**config.mk**
```make
export PLATFORM = sky130hd
export DESIGN_NAME = tcce_queue
export DESIGN_NICKNAME = d
export VERILOG_FILES = /design/src/tcce_pkg.sv /design/src/tcce_queue.sv
export SDC_FILE = /design/constraint.sdc
export NUM_CORES = 1
export LEC_CHECK = 0
export ABC_AREA = 0
export ABC_CLOCK_PERIOD_IN_PS = 1900
export BUFFER_PORTS_ARGS = -buffer_cell sky130_fd_sc_hd__buf_2
export CORE_AREA = 2 2 39 41
export DETAILED_ROUTE_END_ITERATION = 10
export DIE_AREA = 0 0 41 43
export PLACE_DENSITY = 0.4
export SYNTH_ARGS = -nofsm -noshare
export SYNTH_HDL_FRONTEND = slang
export SYNTH_SLANG_ARGS = --single-unit
```
**constraint.sdc**
```tcl
create_clock -name clk_i -period 1.9 [get_ports clk_i]
set_clock_uncertainty 0.15 [all_clocks]
set_input_delay 0.475 -clock clk_i [delete_from_list [all_inputs] [get_ports clk_i]]
set_output_delay 0.475 -clock clk_i [all_outputs]
set_load 0.05 [all_outputs]
```
**src/tcce_pkg.sv**
```systemverilog
// ----------------------------------------------------------------------------
// tcce_pkg
// Shared constants and codes for the text console cursor engine.
// ----------------------------------------------------------------------------
package tcce_pkg;

  localparam int DEF_COLUMNS = 80;
  localparam int DEF_ROWS    = 25;

  localparam int FUNC_W  = 2;
  localparam int CHAR_W  = 8;
  localparam int INDEX_W = 11;
  localparam int COL_W   = 7;
  localparam int ROW_W   = 5;
  localparam int CELL_W  = 16;
  localparam int ATTR_W  = 8;

  localparam logic [FUNC_W-1:0] FUNC_PUT   = 2'd0;
  localparam logic [FUNC_W-1:0] FUNC_CLEAR = 2'd1;
  localparam logic [FUNC_W-1:0] FUNC_READ  = 2'd2;

  localparam logic [CHAR_W-1:0] CH_BS    = 8'h08;
  localparam logic [CHAR_W-1:0] CH_TAB   = 8'h09;
  localparam logic [CHAR_W-1:0] CH_LF    = 8'h0A;
  localparam logic [CHAR_W-1:0] CH_CR    = 8'h0D;
  localparam logic [CHAR_W-1:0] CH_SPACE = 8'h20;

  // tab stops every 8 columns
  localparam int TAB_SHIFT = 3;
  localparam int TAB_STOP  = 1 << TAB_SHIFT;

  localparam logic [ATTR_W-1:0] RESET_ATTR  = 8'h0F;
  localparam logic [CELL_W-1:0] RESET_BLANK = {RESET_ATTR, CH_SPACE};

  // work class handed from the front to the back
  typedef enum logic [1:0] {
    OP_NONE,
    OP_WRITE,
    OP_CLEAR,
    OP_READ
  } op_e;

endpackage

```
**src/tcce_queue.sv**
```systemverilog
// ----------------------------------------------------------------------------
// tcce_queue
// Two-entry request queue between the front and the back.
// ----------------------------------------------------------------------------
module tcce_queue #(
  parameter type entry_t = logic
) (
  input  logic   clk_i,
  input  logic   rst_ni,
  input  logic   push_valid_i,
  output logic   push_ready_o,
  input  entry_t push_data_i,
  output logic   pop_valid_o,
  input  logic   pop_ready_i,
  output entry_t pop_data_o
);
  import tcce_pkg::*;

  entry_t     slots_q [2];
  logic       wr_ptr_q;
  logic       rd_ptr_q;
  logic [1:0] count_q;
  logic       push;
  logic       pop;

  assign push_ready_o = (count_q != 2'd2);
  assign pop_valid_o  = (count_q != 2'd0);
  assign pop_data_o   = slots_q[rd_ptr_q];
  assign push         = push_valid_i && push_ready_o;
  assign pop          = pop_valid_o && pop_ready_i;

  always_ff @(posedge clk_i or negedge rst_ni) begin
    if (!rst_ni) begin
      wr_ptr_q <= 1'b0;
      rd_ptr_q <= 1'b0;
      count_q  <= 2'd0;
    end else begin
      if (push) begin
        wr_ptr_q <= ~wr_ptr_q;
      end
      if (pop) begin
        rd_ptr_q <= ~rd_ptr_q;
      end
      if (push && !pop) begin
        count_q <= count_q + 2'd1;
      end else if (pop && !push) begin
        count_q <= count_q - 2'd1;
      end
    end
  end

  always_ff @(posedge clk_i) begin
    if (push) begin
      slots_q[wr_ptr_q] <= push_data_i;
    end
  end

endmodule

```
### After elaboration in Yosys (flattened, before gate mapping)

Memory sizes are Yosys's and may differ from the RTL's.
Index checks and enable logic that the tools add are counted.

* add/sub/neg operators: 2
* reductions and logical operators: 8
* bitwise logic cells: 2
* multiplexer cells: 4
* equal/unequal tests: 1

Operator list (count)
* logical AND 1 bit: 4
* two-way mux 2 bit: 2
* nonzero test 2 bit: 2
* adder 2 x 1 -> 2 bit (second input constant): 1
* zero test 1 bit: 2
* two-way mux 1 bit: 2
* inequality test 2 bit (second input constant): 1
* inverter 1 bit: 2
* subtractor 2 x 1 -> 2 bit (second input constant): 1

* RAM bits: 2
* input port bits: 5
* bits in registers: 4
* memories: 1

Memory list
* slots_q: words 2, width 1, rd ports 1, clocked after Yosys merged registers in 0, write ports 1, RTL line tcce_queue.sv:19 `entry_t slots_q [2];`

### Depth between registers and ports, before layout

* depth in word-level cells: 6
* depth in mapped cells: 7

### Worst setup path before layout

No wires, ideal clock.

* kind: flip-flop to flip-flop
* start: reg count_q[0]
* end: reg count_q[1]
* stages on the path, launching flop included: 7
* path buffers: 0
* slack: 285 ps
* arrival: 1386 ps
* period minus slack after synthesis: 1615 ps
* cells stage by stage: dfrtp_1 nand2b_4 nand2_1 inv_1 ha_1 nor2_1 xor2_1

* longest elaborated chain between the ends: 5

RTL lines
* from (decl): RTL line tcce_queue.sv:22 `logic [1:0] count_q;`
* from (signal assigned): RTL line tcce_queue.sv:45 `count_q <= count_q + 2'd1;`
* from (signal assigned): RTL line tcce_queue.sv:47 `count_q <= count_q - 2'd1;`
* inequality test 2 bit *: RTL line tcce_queue.sv:26 `assign push_ready_o = (count_q != 2'd2);`
* via push_ready_o: RTL line tcce_queue.sv:11 `output logic push_ready_o,`
* logical AND 1 bit *: RTL line tcce_queue.sv:29 `assign push = push_valid_i && push_ready_o;`
* via push: RTL line tcce_queue.sv:23 `logic push;`
* zero test 1 bit: RTL line tcce_queue.sv:46 `end else if (pop && !push) begin`
* logical AND 1 bit: RTL line tcce_queue.sv:46
* nonzero test 2 bit (no source line)

Mark *: on every way through the listed nets, which the timed path passes. The rest lies on a longest branch. The select of a mux whose other input is x is not followed.
A chain may end at the register's enable or synchronous reset.

### Final worst setup path

* start: reg rd_ptr_q
* end: out pop_data_o

* longest elaborated chain between the ends: 1

RTL lines
* from (decl): RTL line tcce_queue.sv:21 `logic rd_ptr_q;`
* from (signal assigned): RTL line tcce_queue.sv:42 `rd_ptr_q <= ~rd_ptr_q;`
* memory read (2 x 1 bit)
* to (decl): RTL line tcce_queue.sv:15 `output entry_t pop_data_o`

No other way between the ends.

==> flow_metrics.tcl <==
set metrics [dict create \
    ir_drop_mv 0.595 \
    synth_cell_types 13 \
    worstMarginPinSlew_ns 0.252 \
    initial_core_util 0.204 \
    grt_max_degree 5 \
    cts_tree "yes" \
    die_x_um 41 \
    grt-ovfl-total 0 \
    h-tree-depth 1 \
    grt_pass1_vias 194 \
    cp-start-kind "register" \
    worst_hold_path_type "in2reg" \
    final_common_cell "buf_2" \
    wl_met3_um 35 \
    syn_inst 21 \
    fin_nets 40 \
    cp-end-kind "output port" \
    grt_pass1_wl_um 786 \
    io_pins 8 \
    hold_viol 0 \
    p_leak_nw 0.175 \
    required_ns 1.27 \
    gp_congestion 0.692 \
    critical_path_class "reg2out" \
    post_cts_buffers 0 \
    p_int_uw 416 \
    fmax_mhz 562 \
    drtIter0Drc 1 \
    synth_compound_area_frac 0 \
    synth_seq_cells 6 \
    clk_latency_ns 0.24 \
    power.total_uw 724 \
    async_flop_share 0.667 \
    slew_headroom 0.833 \
    clock_path_buffers 2 \
    placed_area_um2 338 \
    row_count 14 \
    drc_errors 0 \
    maxSlewViolCount 0 \
    seq_power_share 0.340 \
    fin_ws_ns 0.120 \
    cts_hold_buf 1 \
    io_buffers 7 \
    synth_edf_count 2 \
    cts_resized 0 \
    finalCriticalPeriod_ns 1.78 \
    num-fill-cells 146 \
    synth_warnings 0 \
    wirelength_um 464 \
    combPwrFrac 0.482 \
    crit_path_max_fanout 2 \
    dp_slack_ns 0.285 \
    clock-sinks 6 \
    ant_nets 0 \
    p_sw_uw 309 \
    cts_made_buffers 3 \
    regArea_um2 160 \
    drv_cap 0 \
    core_um2 1380 \
    synth_flop_cell "dfrtp_1" \
    multiInputGateArea_um2 119 \
    maxUsedRoutingLayer "met3" \
    synth.area.mux_share 0.0398 \
    drive_above_1_share 0.424 \
    power_density_nw_per_um2 1940 \
    firstDrtPassIters 2 \
    synth.avg_cell_area_um2 13.5 \
    netlist_area_um2 283 \
    wl_per_cell_um 9.47 \
    synthSimpleGateAreaFrac 0.181 \
    outcome "finished, final reports clean" \
    switching_share 0.426 \
    grt_use_total 0.0760 \
    rsz0062_at_grt "false" \
    syn_nets 27 \
    route.vias.total 178 \
    fin_area_um2 374 \
    dieArea_um2 1760 \
    synthAdderAreaFrac 0.0442 \
    most-common-layout-cells "buf_2 (7), dfrtp_1 (4), xnor2_1 (3), clkbuf_4 (3)" \
    synthXorXnorAreaFrac 0.155 \
    synth_top_family_by_area "simple AND/OR/NAND/NOR gates" \
    root_buffer "clkbuf_4" \
    antenna_found_initial 0 \
    dp_hpwl_um 346 \
    routed_via_density 3.63 \
    path_clk_slew_ns 0.05 \
    period_share 0.937 \
    tns_ns 0 \
    num_antenna_cells 0 \
    wl_met1_um 203 \
    setup_viol 0 \
    area_growth_pct 32.3 \
    power_frac_clock 0.177 \
    ys_seq_area_frac 0.566 \
    arrival_ns 1.15 \
    die_h_um 43 \
    wl_met2_um 226 \
]
sequential cells by signal, summed over array words and instances (netlist names):
signal	cells
count_q	2
slots_q	2
rd_ptr_q	1
wr_ptr_q	1
cells by family after synthesis:
logic type	count (synthesis)
mux	1
simple gates	7
xor+xnor	5
flops	6
buf+inv	1
fa+ha+maj	1
cells in the mapped netlist, types with 2 or more instances:
library cell / count / area share
xnor2_1: 3 / 0.093
edfxtp_1: 2 / 0.21
dfrtp_1: 4 / 0.35
nor2_1: 2 / 0.027
xor2_1: 2 / 0.062
worst max-delay path, cell delays in order (launching register included):
cell and delay [ns]:
dfrtp_1 0.36, mux2_2 0.33, buf_2 0.21
power groups by stage:
stage          combinational [mW]  clock (mW)  sequential [mW]
6_report                    0.349       0.128            0.246
5_1_grt                     0.379       0.144            0.253
4_1_cts                     0.354       0.136            0.246
3_5_place_dp                0.349           0            0.248
3_3_place_gp                0.345           0            0.246
2_1_floorplan               0.295           0            0.238
stage by stage:
| step | utilization | cells | hold WS (ns) |
|---|---|---|---|
| finish | 0.270 | 49 | 0.264 |
| global placement | 0.244 | 44 | 0.135 |
| floorplan | - | 21 | 0.0294 |
| global route | 0.270 | 49 | 0.257 |
| detailed placement | 0.244 | 44 | 0.136 |
| CTS | 0.270 | 49 | 0.254 |
layout make-up:
| class | count | area share |
|---|---|---|
| Sequential cell | 6 | 0.428 |
| Multi-Input combinational cell | 14 | 0.318 |
| Timing Repair Buffer | 8 | 0.120 |
| Clock buffer | 4 | 0.0702 |
| Tap cell | 16 | 0.0535 |
| Inverter | 1 | 0.0100 |
routing by layer:
layer,track usage,vias up
met2,0.0906,6
met3,0.0838,0
met5,0,-
li1,-,92
met1,0.0695,80
met4,0.0600,0
final timing paths:
path	to	start	slack [ns]	depth (start not counted)
min in group asynchronous	rd_ptr_q$_DFFE_PN0P_	rst_ni	0.41	2
min reg2reg	rd_ptr_q$_DFFE_PN0P_	rd_ptr_q$_DFFE_PN0P_	0.33	1
max in group asynchronous	wr_ptr_q$_DFFE_PN0P_	rst_ni	1.06	2
min	slots_q[1]$_DFFE_PP_	push_data_i	0.26	1
max reg2reg	count_q[1]$_DFFE_PN0P_	count_q[0]$_DFFE_PN0P_	0.27	6
max	pop_data_o	rd_ptr_q$_DFFE_PN0P_	0.12	2
No activity file was read; power rests on OpenSTA's default activity.
